File: config.mk
export PLATFORM = sky130hd
export DESIGN_NAME = sshp_scan
export DESIGN_NICKNAME = d
export VERILOG_FILES = /design/src/rtl/sshp_pkg.sv /design/src/rtl/sshp_scan.sv
export SDC_FILE = /design/constraint.sdc
export NUM_CORES = 1
export LEC_CHECK = 0
export ABC_AREA = 1
export BUFFER_PORTS_ARGS = -buffer_cell sky130_fd_sc_hd__buf_2
export CAP_MARGIN = 20
export CORE_MARGIN = 2
export CORE_UTILIZATION = 45
export CTS_CLUSTER_DIAMETER = 100
export DETAILED_ROUTE_END_ITERATION = 8
export PLACE_DENSITY_LB_ADDON = 0.12
export SLEW_MARGIN = 20
export SYNTH_ARGS = -nofsm -noshare
export SYNTH_HDL_FRONTEND = slang
export SYNTH_SLANG_ARGS = --single-unit
File: constraint.sdc
create_clock -name clk -period 4 [get_ports clk]
set_input_delay 0.4 -clock clk [delete_from_list [all_inputs] [get_ports clk]]
set_output_delay 0.4 -clock clk [all_outputs]
set_load 0.01 [all_outputs]
File: src/rtl/sshp_pkg.sv
// ----------------------------------------------------------------------------
// sshp_pkg
// Shared types, constants and helpers for the strand-shift Hamming profile.
// ----------------------------------------------------------------------------
package sshp_pkg;

  localparam int MAX_STEPS   = 512;
  localparam int COUNT_WIDTH = 32;

  localparam int IDX_W   = $clog2(MAX_STEPS);
  localparam int LEN_W   = 10;
  localparam int RL_W    = 8;
  localparam int SIDX_W  = 9;
  localparam int OUT_W   = 32;
  localparam int CFG_W   = 10;
  localparam int POS_W   = (IDX_W + 2 > LEN_W + 1) ? IDX_W + 2 : LEN_W + 1;

  typedef enum logic [2:0] {
    OP_SAMPLE    = 3'd0,
    OP_NEW_CHROM = 3'd1,
    OP_REPORT    = 3'd2,
    OP_READ      = 3'd3,
    OP_CLEAR     = 3'd4
  } op_t;

  localparam logic CFG_STEPS_USED = 1'b0;
  localparam logic CFG_READ_LEN   = 1'b1;

  typedef struct packed {
    logic sample;
    logic rev;
    logic clr_line;
    logic clr_count;
    logic rotate;
  } cell_ctrl_t;

  typedef struct packed {
    logic             clear;
    logic             step;
    logic [IDX_W-1:0] idx;
    logic [POS_W-1:0] last;
    logic [POS_W-1:0] lo;
    logic [POS_W-1:0] pend;
    logic [POS_W-1:0] read_idx;
  } scan_ctrl_t;

  typedef struct packed {
    logic [IDX_W-1:0]       fi;
    logic [IDX_W-1:0]       pi;
    logic [COUNT_WIDTH-1:0] fmin;
    logic [COUNT_WIDTH-1:0] fmax;
    logic [COUNT_WIDTH-1:0] pmin;
    logic [COUNT_WIDTH-1:0] curve;
  } scan_res_t;

  function automatic logic [OUT_W-1:0] sat_out(input logic [COUNT_WIDTH-1:0] v);
    logic [COUNT_WIDTH+OUT_W-1:0] ext;
    logic [COUNT_WIDTH+OUT_W-1:0] hi;
    ext = {{OUT_W{1'b0}}, v};
    hi  = ext >> OUT_W;
    if (hi != '0) begin
      return '1;
    end
    return ext[OUT_W-1:0];
  endfunction

endpackage

File: src/rtl/sshp_scan.sv
// ----------------------------------------------------------------------------
// sshp_scan
// Profile scanner: takes one counter per cycle in index order and tracks
// the phantom minimum, fragment minimum and maximum, and the read point.
// ----------------------------------------------------------------------------
module sshp_scan (
  input  logic                             clk,
  input  logic                             rst,
  input  sshp_pkg::scan_ctrl_t             ctrl,
  input  logic [sshp_pkg::COUNT_WIDTH-1:0] value,
  output sshp_pkg::scan_res_t              res
);

  logic                       finit;
  logic [sshp_pkg::POS_W-1:0] iv;
  logic                       in_frag;
  logic                       in_phan;

  always_comb begin
    iv      = sshp_pkg::POS_W'(ctrl.idx);
    in_frag = (iv >= ctrl.lo && iv <= ctrl.last) || (iv == ctrl.last);
    in_phan = (iv != '0) && (iv <= ctrl.pend);
  end

  always_ff @(posedge clk) begin
    if (rst) begin
      finit <= 1'b0;
    end else if (ctrl.clear) begin
      finit <= 1'b0;
    end else if (ctrl.step && in_frag) begin
      finit <= 1'b1;
    end
  end

  always_ff @(posedge clk) begin
    if (ctrl.clear) begin
      res.curve <= '0;
      res.fi    <= '0;
      res.pi    <= '0;
    end else if (ctrl.step) begin
      if (in_frag && (!finit || value <= res.fmin)) begin
        res.fmin <= value;
        res.fi   <= ctrl.idx;
      end
      if (in_frag && (!finit || value > res.fmax)) begin
        res.fmax <= value;
      end
      if (iv == '0) begin
        res.pmin <= value;
        res.pi   <= ctrl.idx;
      end else if (in_phan && value < res.pmin) begin
        res.pmin <= value;
        res.pi   <= ctrl.idx;
      end
      if (iv == ctrl.read_idx) begin
        res.curve <= value;
      end
    end
  end

endmodule

==> impl_metrics.tcl <==
set metrics [dict create \
    clockBufferDepth 2 \
    startpoint_type "register" \
    io_buffers 234 \
    ys_warn_count 0 \
    synth_cells 912 \
    r2r_setup_slack_ps 1170 \
    grtUsageMet3 0.0605 \
    worstSetupPathType "register to register" \
    synth_xor_area_frac 0.00621 \
    vias 6959 \
    power.leakage_uw 0.00518 \
    drt-wirelength-per-cell_um 15.5 \
    dp_cells 1366 \
    finalCritPeriodShare 0.707 \
    crit_fanout 32 \
    maxCapViolations 0 \
    use_met1 0.289 \
    final_antenna_net_count 0 \
    worstPathArrival_ps 2880 \
    dp_hpwl_mm 16.3 \
    grt_pass1_wl_mm 34.3 \
    nNetsFinal 1362 \
    vias_per_cell 4.98 \
    cts_setup_buffers 0 \
    post_cts_resized 0 \
    syn_area_per_cell_um2 9.28 \
    antenna_found_initial 0 \
    tightest_slew_ps 785 \
    skew_ps 14.4 \
    tns_ps 0 \
    core_region_area_um2 18600 \
    grt_max_degree 34 \
    grt_use_met2 0.361 \
    clk_pin_slew_ps 60 \
    r2r_cells 15 \
    syn_area_um2 8460 \
    antennaDiodeCount 0 \
    fp.dieW_um 141 \
    report.final.slew_viol_count 0 \
    route.detailed.drc 0 \
    hp-class "primary input to register" \
    synth_cell_types 33 \
    area_growth_pct 24.2 \
    cp-startpoint "res[37]" \
    synth-edff-count 96 \
    synthArstFlopShare 0 \
    htree_num_levels 4 \
    final_layout_size_suffix_gt1_frac 0.271 \
    die-height_um 141 \
    fillerInstances 1703 \
    wirelength_mm 21.7 \
    io-pin-count 235 \
    cts_tree "yes" \
    max_slew_margin 0.475 \
    cts_buffers 17 \
    start_util 0.455 \
    reg2reg_to "res[35]" \
    finalSetupViolCount 0 \
    yosysSeqAreaShare 0.461 \
    ys.flop_type "edfxtp_1" \
    synth-seq-cells 147 \
    hold_viol 0 \
    busiest_layer "met2" \
    fmax_ghz 0.354 \
    vdd_drop_max_uv 293 \
    cts_sinks 147 \
    fin_crit_ps 2830 \
    crit_path_end "res[35]" \
    drtIter0Drc 305 \
    grt_pass1_vias 6482 \
    synth_mux_area_frac 0 \
    dieArea_um2 19900 \
    insertion_delay_ps 420 \
    status "finished, final reports clean" \
    p_per_area_nw_per_um2 353 \
    cp-end-kind "register" \
    gr-usage-all-layers 0.221 \
    cts-hold-fix-buffers 0 \
    rsz0062_at_grt "false" \
    cts-root-buf "clkbuf_16" \
    firstDrtPassIters 4 \
    synth-compound-area-share 0.0636 \
    synth_nets 1123 \
    synth_top_family_by_area "simple AND/OR/NAND/NOR gates" \
    routabilityCongestion 0.874 \
    std_cell_rows 50 \
    grt_overflow 0 \
    synth_fa_ha_area_frac 0.180 \
    synth-simple-area-share 0.204 \
    required_ps 4050 \
    layout.cells.non_filler 1398 \
    r2r-start "res[37]" \
]
[worst min path at each step]
stage	startpoint	end	depth (start not counted)
3_3_place_gp	res[130]	res[130]	2
6_report	rst	finit	2
2_1_floorplan	rst	finit	1
4_1_cts	rst	finit	2
5_1_grt	rst	finit	2
3_5_place_dp	res[139]	res[139]	2
[power by group]
group	internal (µW)	leakage (µW)	switching [µW]	total (µW)
combinational	185	0.00362	311	496
sequential	1660	0.00128	20.7	1680
clock	875	0.000279	650	1530
total	2720	0.00518	982	3710
[logic make-up after synthesis]
logic type	count (synthesis)
compound gates	103
xor+xnor	6
fa+ha+maj	122
buf+inv	182
flops	147
simple gates	352
[worst max-delay path, cell delays in order, from the launching register on]
cell      delay (ps)
edfxtp_1         380
inv_1             70
ha_1             230
a21oi_1          130
nor2_1            50
nor3_1           120
nand2_1          130
nand2_1           80
nand2_1          100
nand2_1          110
nand2_1           80
nand2_1           70
buf_4            220
nand2_1          120
nor2_4            90
buf_4            430
[flip-flops by register name (all words and copies together) (netlist names)]
signal,cells
res,146
finit,1
[synth_stat cells, types with 10 or more instances]
cell	count	area [µm²]
inv_1	158	593
clkbuf_1	17	63.8
nor4_1	35	219
o21ai_0	22	110
dfxtp_1	51	1020
nand2_1	141	529
a21oi_1	72	360
edfxtp_1	96	2880
nor3_1	10	50.1
nand4_1	11	68.8
ha_1	122	1530
nor3_2	29	290
nor2_1	81	304
nand3_1	35	175
[through the flow]
| stage | setup slack [ps] | area [µm²] | power (µW) | utilization | hold WS (ps) |
|---|---|---|---|---|---|
| 3_3_place_gp | 960 | 9940 | 2210 | 0.535 | 456 |
| 5_1_grt | 944 | 10500 | 3870 | 0.565 | 156 |
| 2_1_floorplan | 398 | 8460 | 2000 | - | 472 |
| 6_report | 1170 | 10500 | 3710 | 0.565 | 160 |
| 4_1_cts | 1120 | 10500 | 3750 | 0.565 | 145 |
| 3_5_place_dp | 931 | 9940 | 2210 | 0.535 | 464 |
[layout make-up]
class	instances	area (µm²)	share of cell area
multi-input combinational	583	3870	0.369
clock inverter	11	88.8	0.00846
timing repair buffer	244	1270	0.121
tap	234	293	0.0279
sequential	147	3900	0.372
clock buffer	21	482	0.0458
inverter	158	593	0.0564
[placed cells by master, fill, tap and decap left out, drive strengths merged]
cell type  count
nor3          40
buf          244
nor4          36
o21bai         2
nand4         12
a21o           1
ha           122
and2           1
edfxtp        96
clkinvlp       2
inv          164
xnor2          3
clkbuf        21
or2            3
nand2        142
o21ai         22
dfxtp         51
a21boi         2
a21oi         72
o211ai         1
a211oi         1
clkinv         3
nor2          81
xor2           3
and3           1
nor3b          1
nand3         35
o21a           2
[metal layers]
metal	wire, µm	up-vias
met5	0	-
met4	329	0
met3	1510	21
met2	10100	214
met1	9760	3168
li1	-	3556
Note: power is estimated with default switching activity, not from simulation.
