<file path="src/rtl/sshp_pkg.sv">
// ----------------------------------------------------------------------------
// sshp_pkg
// Shared types, constants and helpers for the strand-shift Hamming profile.
// ----------------------------------------------------------------------------
package sshp_pkg;

  localparam int MAX_STEPS   = 512;
  localparam int COUNT_WIDTH = 32;

  localparam int IDX_W   = $clog2(MAX_STEPS);
  localparam int LEN_W   = 10;
  localparam int RL_W    = 8;
  localparam int SIDX_W  = 9;
  localparam int OUT_W   = 32;
  localparam int CFG_W   = 10;
  localparam int POS_W   = (IDX_W + 2 > LEN_W + 1) ? IDX_W + 2 : LEN_W + 1;

  typedef enum logic [2:0] {
    OP_SAMPLE    = 3'd0,
    OP_NEW_CHROM = 3'd1,
    OP_REPORT    = 3'd2,
    OP_READ      = 3'd3,
    OP_CLEAR     = 3'd4
  } op_t;

  localparam logic CFG_STEPS_USED = 1'b0;
  localparam logic CFG_READ_LEN   = 1'b1;

  typedef struct packed {
    logic sample;
    logic rev;
    logic clr_line;
    logic clr_count;
    logic rotate;
  } cell_ctrl_t;

  typedef struct packed {
    logic             clear;
    logic             step;
    logic [IDX_W-1:0] idx;
    logic [POS_W-1:0] last;
    logic [POS_W-1:0] lo;
    logic [POS_W-1:0] pend;
    logic [POS_W-1:0] read_idx;
  } scan_ctrl_t;

  typedef struct packed {
    logic [IDX_W-1:0]       fi;
    logic [IDX_W-1:0]       pi;
    logic [COUNT_WIDTH-1:0] fmin;
    logic [COUNT_WIDTH-1:0] fmax;
    logic [COUNT_WIDTH-1:0] pmin;
    logic [COUNT_WIDTH-1:0] curve;
  } scan_res_t;

  function automatic logic [OUT_W-1:0] sat_out(input logic [COUNT_WIDTH-1:0] v);
    logic [COUNT_WIDTH+OUT_W-1:0] ext;
    logic [COUNT_WIDTH+OUT_W-1:0] hi;
    ext = {{OUT_W{1'b0}}, v};
    hi  = ext >> OUT_W;
    if (hi != '0) begin
      return '1;
    end
    return ext[OUT_W-1:0];
  endfunction

endpackage

</file>
<file path="src/rtl/sshp_cell.sv">
// ----------------------------------------------------------------------------
// sshp_cell
// One shift cell: a forward delay bit and a saturating distance counter.
// ----------------------------------------------------------------------------
module sshp_cell (
  input  logic                             clk,
  input  logic                             rst,
  input  sshp_pkg::cell_ctrl_t             ctrl,
  input  logic                             active,
  input  logic                             fwd_in,
  input  logic [sshp_pkg::COUNT_WIDTH-1:0] count_in,
  output logic                             fwd,
  output logic [sshp_pkg::COUNT_WIDTH-1:0] count
);

  logic hit;

  assign hit = ctrl.sample && active && (fwd ^ ctrl.rev) && (count != '1);

  always_ff @(posedge clk) begin
    if (rst) begin
      fwd   <= 1'b0;
      count <= '0;
    end else begin
      if (ctrl.clr_line) begin
        fwd <= 1'b0;
      end else if (ctrl.sample) begin
        fwd <= fwd_in;
      end
      if (ctrl.clr_count) begin
        count <= '0;
      end else if (ctrl.rotate) begin
        count <= count_in;
      end else if (hit) begin
        count <= count + 1'b1;
      end
    end
  end

endmodule

</file>
<file path="config.mk">
export PLATFORM = sky130hd
export DESIGN_NAME = sshp_cell
export DESIGN_NICKNAME = d
export VERILOG_FILES = /design/src/rtl/sshp_pkg.sv /design/src/rtl/sshp_cell.sv
export SDC_FILE = /design/constraint.sdc
export NUM_CORES = 1
export LEC_CHECK = 0
export ABC_AREA = 1
export BUFFER_PORTS_ARGS = -buffer_cell sky130_fd_sc_hd__buf_2
export CAP_MARGIN = 20
export CORE_MARGIN = 2
export CORE_UTILIZATION = 35
export DETAILED_ROUTE_END_ITERATION = 12
export HOLD_SLACK_MARGIN = 0.03
export SETUP_SLACK_MARGIN = 0.02
export SLEW_MARGIN = 20
export SYNTH_ARGS = -nofsm -noshare
export SYNTH_HDL_FRONTEND = slang
export SYNTH_SLANG_ARGS = --single-unit
</file>
<file path="constraint.sdc">
create_clock -name clk -period 2 [get_ports clk]
set_input_delay 0.3 -clock clk [delete_from_list [all_inputs] [get_ports clk]]
set_output_delay 0.3 -clock clk [all_outputs]
set_load 0.005 [all_outputs]
</file>
==> results of run 1 <==
## routing by layer
| metal | GRT usage, % | share of wire [%] | up-vias |
|---|---|---|---|
| li1 | - | - | 1624 |
| met1 | 29.1 | 46 | 1376 |
| met2 | 35.5 | 45 | 91 |
| met3 | 3.51 | 5.7 | 18 |
| met4 | 6.24 | 2.4 | 0 |
| met5 | 0 | 0 | - |
## worst max-delay path, cell delays in order, from the launching register on
cell and delay (ns):
dfxtp_1 0.44, nand2_1 0.14, nor2_2 0.18, nand2_2 0.13, nor2_8 0.13, nand2_4 0.08
nand2_4 0.11, buf_12 0.17, nand2_8 0.11, nand2_1 0.10, a21oi_1 0.06
## cell type report
cell class | count | area (µm²)
fillers | 806 | 3790
flip-flops and latches | 33 | 661
repair buffers | 105 | 648
multi-input cells | 372 | 1720
well taps | 99 | 124
clock inverters | 1 | 30.0
clock buffers | 7 | 86.3
inverters | 32 | 120
## placed cells by master, fill, tap and decap left out, types with 3 or more instances in the layout
cell type,count
dfxtp_1,33
nand3_1,57
nand2_1,189
nor2_4,3
nand3b_1,12
buf_2,73
buf_4,29
xnor2_1,3
clkbuf_8,6
nand2_4,3
o21ai_0,6
o21bai_1,4
inv_1,29
nor2_1,58
nor2_2,4
a21oi_1,16
xor2_1,3
## worst min path at each step
stage / startpoint / slack (ns) / depth (start not counted) / endpoint
detailed placement: ctrl[2] / 0.47 / 2 / fwd
floorplan: rst / 0.38 / 1 / fwd
global route: ctrl[2] / 0.17 / 2 / fwd
finish: ctrl[2] / 0.16 / 2 / fwd
global placement: ctrl[2] / 0.47 / 2 / fwd
CTS: ctrl[2] / 0.16 / 2 / fwd
## registers in the layout, indices dropped and copies added, names as in the netlist
name / flops
count: 32
fwd: 1
## kinds of logic (layout without fill, tap and decap cells)
logic type | count (synthesis) | in the layout | share of synthesized area (%)
AND/OR/NAND/NOR | 336 | 336 | 57.2
buffers and inverters | 47 | 145 | 8.08
flip-flops | 33 | 33 | 25.8
AO/OA/AOI/OAI | 28 | 28 | 5.97
XOR/XNOR | 6 | 6 | 2.06
adder cells (fa/ha/maj) | 1 | 1 | 0.489
multiplexers | 1 | 1 | 0.392
## report_power, final
| group | switching [mW] | leakage (nW) | internal (mW) |
|---|---|---|---|
| sequential | 0.0171 | 0.269 | 0.677 |
| clock | 0.269 | 0.0585 | 0.407 |
| combinational | 0.153 | 1.32 | 0.122 |
## timing repair
action | in CTS | in global routing
gates cloned | 0 | 1
setup endpoints to repair | 24 | 27
pin swaps | 0 | 0
resized for setup | 2 | 3
hold endpoints to repair | 0 | 0
==> results by group, run 1 <==
Run status
  – Status: completed

Yosys
  – Syn_nets: 494
  – Synth Register Bits: 33
  – Mapped Area: 2560 µm²
  – Yosys cell types: 30
  – Post-synth EDFFs: 0
  – Asr flop ratio synth: 0%
  – Syn Area/Cell: 5.66 µm²
  – Seq/Total Area, Yosys: 25.8%
  – Top post-synthesis cells by count: nand2_1, nor2_1, nand3_1
  – Area leader, netlist: nand2_1
  – Yosys warnings: 0
  – Top cells by area, synth: nand2_1, dfxtp_1, nand3_1
  – Synth Flop Type: dfxtp_1
  – Post-synth top area share: 27.8%
  – Most frequent cell after synthesis: nand2_1
  – Synthesized instance count: 452

Floorplan
  – I/O pin count: 74
  – Die Y-Extent: 89.5 µm
  – Std-Cell Rows: 31
  – Starting density of the core: 35.6%
  – Die X: 89.5 µm
  – Die area: 8000 µm²
  – Core area: 7180 µm²

Placement
  – Dpl hpwl: 6390 µm
  – Cells after DPL: 640
  – Placement Setup Slack: -0.125 ns
  – Placed instance area: 3220 µm²
  – IO Port Bufs: 73
  – GP Congestion: 0.917

Power
  – Pwr dens: 486 nW/µm²
  – Leak: 1.65 nW
  – Overall Power: 1.65 mW
  – VDD IR max: 0.216 mV

Global route
  – GRT Overall Usage: 21.6%
  – Vias in the first global route: 2837
  – First-pass GRT wire length: 13400 µm
  – GRT Residual Overflow: 0
  – Pin count of the biggest net entering global routing: 44
  – Initial antenna violation count: 0

Clock tree
  – CTS tree: yes
  – Postcts setup bufs: 0
  – # hold bufs at CTS: 0
  – Clk slew on worst S/H paths: 0.08 ns
  – H-Tree Depth: 2
  – Root buf cell: clkbuf_8
  – Worst-skew pair later-pin latency: 0.29 ns
  – Clock buffer count from CTS: 5
  – CTS sink cnt: 33
  – Maximum root-to-sink buffer count: 2

Critical path
  – Reg2Reg Depth: 10
  – RR Endpoint: count[8]
  – Crit Path Class: reg2reg
  – CP Launch Point: count[8]
  – Kind of end point of the critical path: flip-flop
  – Arr. time, crit path: 1.96 ns
  – Worst setup SP type: flip-flop
  – Crit Reg-Reg Startpoint: count[8]
  – Critical Path RT: 2.16 ns
  – CP Capture Point: count[8]
  – Worst Path Max Fanout: 16
  – Reg2Reg Setup Slack: 0.20 ns

Route
  – Iteration-0 DRC Markers: 184
  – Via count: 3109
  – Mean routed wirelength per cell: 13.1 µm
  – Post-route antenna net violation count: 0
  – Via/cell ratio: 4.79
  – Drt pass-1 iters: 4
  – DRC viols: 0
  – Final wirelength: 8500 µm

Timing
  – Setup TNS: 0 ns
  – Slew Limit Fails: 0
  – FMAX: 0.557 GHz
  – Final hold vios: 0
  – Slew @ Worst Pin: 0.544 ns
  – Period utilization: 89.8%
  – Post-layout worst setup margin: 0.204 ns
  – Relative slew slack: 63.5%
  – RSZ-0062 raised after global routing: no
  – Number of setup violations in the final report: 0
  – WHS: 0.164 ns
  – Final min period: 1.80 ns
  – Final Skew: 0.00534 ns

Cells and area
  – Area Overhead vs Synth: 32.4%
  – Final Util: 47.2%
  – Ant. Diodes: 0
  – Final cell count without fillers: 649
  – Post-layout net count: 591
  – Layout cells sized above 1: 23.3%
  – Final instance area: 3380 µm²

Run
  – Number of max-cap violations: 0

Worst hold path
  – Hold Path Class: in2reg
Note: power is estimated with default switching activity, not from simulation.
==> inputs of run 2 (changes only) <==
Settings changed: MAX_ROUTING_LAYER set to met4, SKIP_CTS_REPAIR_TIMING set to 1.
==> results by group, run 2 (same netlist as run 1, synthesis figures left out) <==
Cells and area
  – Reg area: 661 µm²
  – Area Overhead vs Synth: 32.2%
  – Filler cells: 769
  – Max reg flops: 32
  – Post-layout net count: 592
  – Layout cells sized above 1: 23.4%
  – Ant. Diodes: 0
  – Final instance area: 3380 µm²
  – Area of the multi-input gates: 1720 µm²
  – Regs by FF count: count: 32 flops, fwd: 1 flops
  – Most flops, register: count
  – Most common cell after layout, fill and taps aside: nand2_1
  – Commonest non-fill, non-tap cells in the layout: nand2_1, buf_2, nor2_1

Critical path
  – Worst Path Buf+Inv: 1
  – Crit Path Class: reg2reg
  – Critical path's slowest cell: dfxtp_1
  – Reg2Reg Depth: 11
  – Arr. time, crit path: 2.00 ns
  – Cell Chain, Critical Path: ha_1 -> nand2_1 -> nor2_4 -> nand2_4 -> nor2_8 -> nand2_4 -> nand2_4 -> buf_12 -> nand2_8 -> nand2_1 -> a21oi_1
  – Worst Path Max Fanout: 16
  – Delay of the slowest cell on the worst path: 0.35 ns
  – Worst setup SP type: flip-flop
  – Critical Path RT: 2.17 ns
  – Crit path max-delay family: simple AND/OR/NAND/NOR gates
  – Kind of end point of the critical path: flip-flop
  – Most common cell on crit path: nand2_4
  – Critical Path Stages: 11

Global route
  – Vias in the first global route: 2932
  – Pin count of the biggest net entering global routing: 31
  – Initial antenna violation count: 0
  – GRT Residual Overflow: 0
  – GRT Overall Usage: 22.6%
  – First-pass GRT wire length: 13600 µm

Placement
  – IO Port Bufs: 73
  – GP Congestion: 0.899
  – Dpl hpwl: 6520 µm
  – Placed instance area: 3210 µm²

Power
  – Clock share of power: 41.1%
  – Leak: 1.65 nW
  – Sw frac: 26.8%
  – Pwr dens: 487 nW/µm²
  – VDD IR max: 0.205 mV
  – Net Switching: 442 µW
  – Gate power share: 16.7%
  – Pint: 1.20 mW
  – Reg power frac: 42.2%

Route
  – Via/cell ratio: 4.84
  – Post-route antenna net violation count: 0
  – Final wirelength: 8620 µm
  – Mean routed wirelength per cell: 13.3 µm
  – Via count: 3149
  – Iteration-0 DRC Markers: 166
  – Drt pass-1 iters: 4
  – DRC viols: 0

Timing
  – Slew Limit Fails: 0
  – Final Skew: 0.00539 ns
  – FMAX: 0.546 GHz
  – Slew @ Worst Pin: 0.535 ns
  – Final hold vios: 0
  – Number of setup violations in the final report: 0
  – Final min period: 1.83 ns
  – Relative slew slack: 64.1%
  – WHS: 0.165 ns
  – RSZ-0062 raised after global routing: no
  – Period utilization: 91.5%

Run
  – Number of max-cap violations: 0

Clock tree
  – CTS sink cnt: 33
  – H-Tree Depth: 2
  – Root buf cell: clkbuf_8
  – CTS tree: yes
  – Clock buffer count from CTS: 5
  – Clk slew on worst S/H paths: 0.08 ns
  – Worst-skew pair later-pin latency: 0.29 ns
  – Maximum root-to-sink buffer count: 2

Floorplan
  – Die X: 89.5 µm
  – Core area: 7180 µm²
  – Starting density of the core: 35.6%
  – I/O pin count: 74
  – Die area: 8000 µm²
  – Die Y-Extent: 89.5 µm
  – Std-Cell Rows: 31

Worst hold path
  – Hold Path Class: in2reg
  – Hold path depth: 2

Run status
  – Status: completed
==> run 2: power groups by stage <==
stage	combinational, mW	sequential, mW	clock (mW)
detailed placement	0.264	0.710	0
finish	0.275	0.694	0.677
global route	0.309	0.697	0.718
CTS	0.265	0.694	0.697
global placement	0.260	0.709	0
floorplan	0.131	0.718	0
==> run 2: path summary, 6_finish.rpt <==
check	startpoint	to	slack, ns
hold / removal	ctrl[2]	fwd	0.16
setup reg to reg	count[0]	count[11]	0.17
hold reg to reg	count[4]	count[4]	0.57
setup / recovery	count[0]	count[11]	0.17
==> run 2: layout make-up <==
| class | instances | share of cell area [%] |
|---|---|---|
| Timing Repair Buffer | 106 | 19.0 |
| Sequential cell | 33 | 19.5 |
| Multi-Input combinational cell | 372 | 50.8 |
| Inverter | 32 | 3.55 |
| Clock inverter | 1 | 0.889 |
| Clock buffer | 7 | 2.55 |
| Tap cell | 99 | 3.67 |
==> run 2: metal layers <==
| metal | share of wire (%) | vias up | track usage, % |
|---|---|---|---|
| met2 | 46 | 85 | 35.8 |
| met3 | 5.7 | 15 | 3.32 |
| li1 | - | 1625 | - |
| met4 | 2.2 | 0 | 7.33 |
| met1 | 47 | 1424 | 29.6 |
| met5 | 0 | - | - |
==> run 2: per-stage QoR <==
stage	setup TNS, ns	cells	worst slack (ns)	util [%]	total power [mW]
floorplan	0	452	0.301	-	0.849
global placement	-0.451	641	-0.0468	44.8	0.970
detailed placement	-1.43	641	-0.166	44.8	0.973
CTS	-1.93	649	-0.183	46.4	1.66
global route	0	650	0.0224	47.1	1.72
finish	0	650	0.170	47.1	1.65
==> run 2: worst register-to-register path, delay by kind of cell, from the launching register on <==
| family | cells | cell delay (ns) |
|---|---|---|
| adder cells (fa/ha/maj) | 1 | 0.19 |
| flip-flops | 1 | 0.35 |
| AND/OR/NAND/NOR | 8 | 0.91 |
| AO/OA/AOI/OAI | 1 | 0.06 |
| buffers and inverters | 1 | 0.17 |
==> inputs of run 3 (changes only) <==
==> constraint.sdc (replaced) <==
create_clock -name clk -period 2 [get_ports clk]
set_input_delay 0.4 -clock clk [delete_from_list [all_inputs] [get_ports clk]]
set_output_delay 0.4 -clock clk [all_outputs]
set_load 0.005 [all_outputs]
==> results by group, run 3 (same netlist as run 1, synthesis figures left out) <==
Global route
  – First-pass GRT wire length: 13000 µm
  – GRT Residual Overflow: 0
  – Vias in the first global route: 2758
  – GRT Overall Usage: 21.5%
  – Pin count of the biggest net entering global routing: 31
  – Initial antenna violation count: 0

Clock tree
  – CTS tree: yes
  – Maximum root-to-sink buffer count: 2
  – Worst-skew pair later-pin latency: 0.29 ns
  – Clk slew on worst S/H paths: 0.07 ns
  – CTS sink cnt: 33
  – Root buf cell: clkbuf_8
  – Clock buffer count from CTS: 5
  – H-Tree Depth: 2

Timing
  – Final hold vios: 0
  – Period utilization: 89.9%
  – Relative slew slack: 62.4%
  – Final min period: 1.80 ns
  – Number of setup violations in the final report: 0
  – WHS: 0.268 ns
  – FMAX: 0.556 GHz
  – Post-layout worst setup margin: 0.202 ns
  – Slew @ Worst Pin: 0.560 ns
  – RSZ-0062 raised after global routing: no
  – Setup TNS: 0 ns
  – Slew Limit Fails: 0
  – Final Skew: 0.00313 ns

Route
  – Drt pass-1 iters: 4
  – DRC viols: 0
  – Mean routed wirelength per cell: 12.6 µm
  – Iteration-0 DRC Markers: 168
  – Post-route antenna net violation count: 0
  – Via/cell ratio: 4.71
  – Via count: 3068
  – Final wirelength: 8230 µm

Cells and area
  – Most flops, register: count
  – Final instance area: 3320 µm²
  – Ant. Diodes: 0
  – Post-layout net count: 593
  – Layout cells sized above 1: 23.4%
  – Max reg flops: 32
  – Area Overhead vs Synth: 30.1%
  – Most common cell after layout, fill and taps aside: nand2_1
  – Commonest non-fill, non-tap cells in the layout: nand2_1, buf_2, nor2_1
  – Regs by FF count: count: 32 flops, fwd: 1 flops
  – Final Util: 46.3%
  – Final cell count without fillers: 651

Critical path
  – Reg2Reg Setup Slack: 0.20 ns
  – Reg2Reg Depth: 11
  – RR Endpoint: count[11]
  – Worst Path Max Fanout: 30
  – Kind of end point of the critical path: flip-flop
  – Arr. time, crit path: 1.96 ns
  – Crit Reg-Reg Startpoint: count[0]
  – Worst setup SP type: flip-flop
  – Crit Path Class: reg2reg
  – Critical Path RT: 2.16 ns

Power
  – Leak: 1.62 nW
  – Overall Power: 1.46 mW
  – VDD IR max: 0.184 mV
  – Pwr dens: 440 nW/µm²

Placement
  – GP Congestion: 0.897
  – Dpl hpwl: 6520 µm
  – Placement Setup Slack: -0.0495 ns
  – Cells after DPL: 643
  – IO Port Bufs: 73
  – Placed instance area: 3230 µm²

Floorplan
  – Die area: 8000 µm²
  – Starting density of the core: 35.6%
  – I/O pin count: 74
  – Core area: 7180 µm²
  – Die Y-Extent: 89.5 µm
  – Die X: 89.5 µm
  – Std-Cell Rows: 31

Run
  – Number of max-cap violations: 0

Worst hold path
  – Hold Path Class: in2reg
  – Hold-critical path endpoint: fwd
  – Hold path depth: 2
  – Min-delay src: ctrl[2]

Run status
  – Status: completed
==> run 3: changes by cell type in the layout (fill, tap and decap cells not counted) <==
cell       before  now
clkbuf_16       1    0
nor2_2          4    6
dfxtp_1        33   32
nor2_4          3    1
bufinv_16       1    0
clkbuf_8        6    5
clkbuf_1        1    3
buf_4          31   33
dfxtp_2         0    1
==> run 3: critical path: stages, from the launching register on <==
cell	delay, ns
dfxtp_1	0.34
ha_1	0.19
nand2_1	0.09
nor2_2	0.18
nand2_4	0.09
nor2_8	0.14
nand2_4	0.08
nand2_4	0.08
buf_12	0.20
nand2_8	0.12
nand2_1	0.10
a21oi_1	0.06
==> run 3: how the worst max path moves through the flow <==
stage	startpoint	cells past startpoint	slack (ns)	end
after floorplan	count[0]	13	0.30	count[23]
after global placement	count[0]	12	0.01	count[23]
after detailed placement	count[0]	12	-0.05	count[28]
after CTS	count[0]	12	-0.07	count[21]
after global routing	count[0]	12	0.04	count[1]
final	count[0]	11	0.20	count[11]
==> run 3: final cells by class <==
| type | instances | area (µm²) |
|---|---|---|
| multi-input cells | 372 | 1710 |
| inverters | 32 | 120 |
| fillers | 803 | 3850 |
| flip-flops and latches | 33 | 662 |
| clock buffers | 8 | 80.1 |
| repair buffers | 107 | 633 |
| well taps | 99 | 124 |
==> run 3: power by group <==
part / leakage, nW / total, mW / internal, mW / switching, mW
registers: 0.269 / 0.695 / 0.678 / 0.0177
logic: 1.31 / 0.267 / 0.119 / 0.148
clock network: 0.0395 / 0.502 / 0.248 / 0.254
==> run 3: layer usage <==
layer  track usage [%]  part of all wire [%]  up-vias
met5                 -                     0        -
met4              3.80                  0.69        0
met3              2.49                   6.7        5
met2              35.4                    46       89
met1              28.8                    46     1341
li1                  -                     -     1633
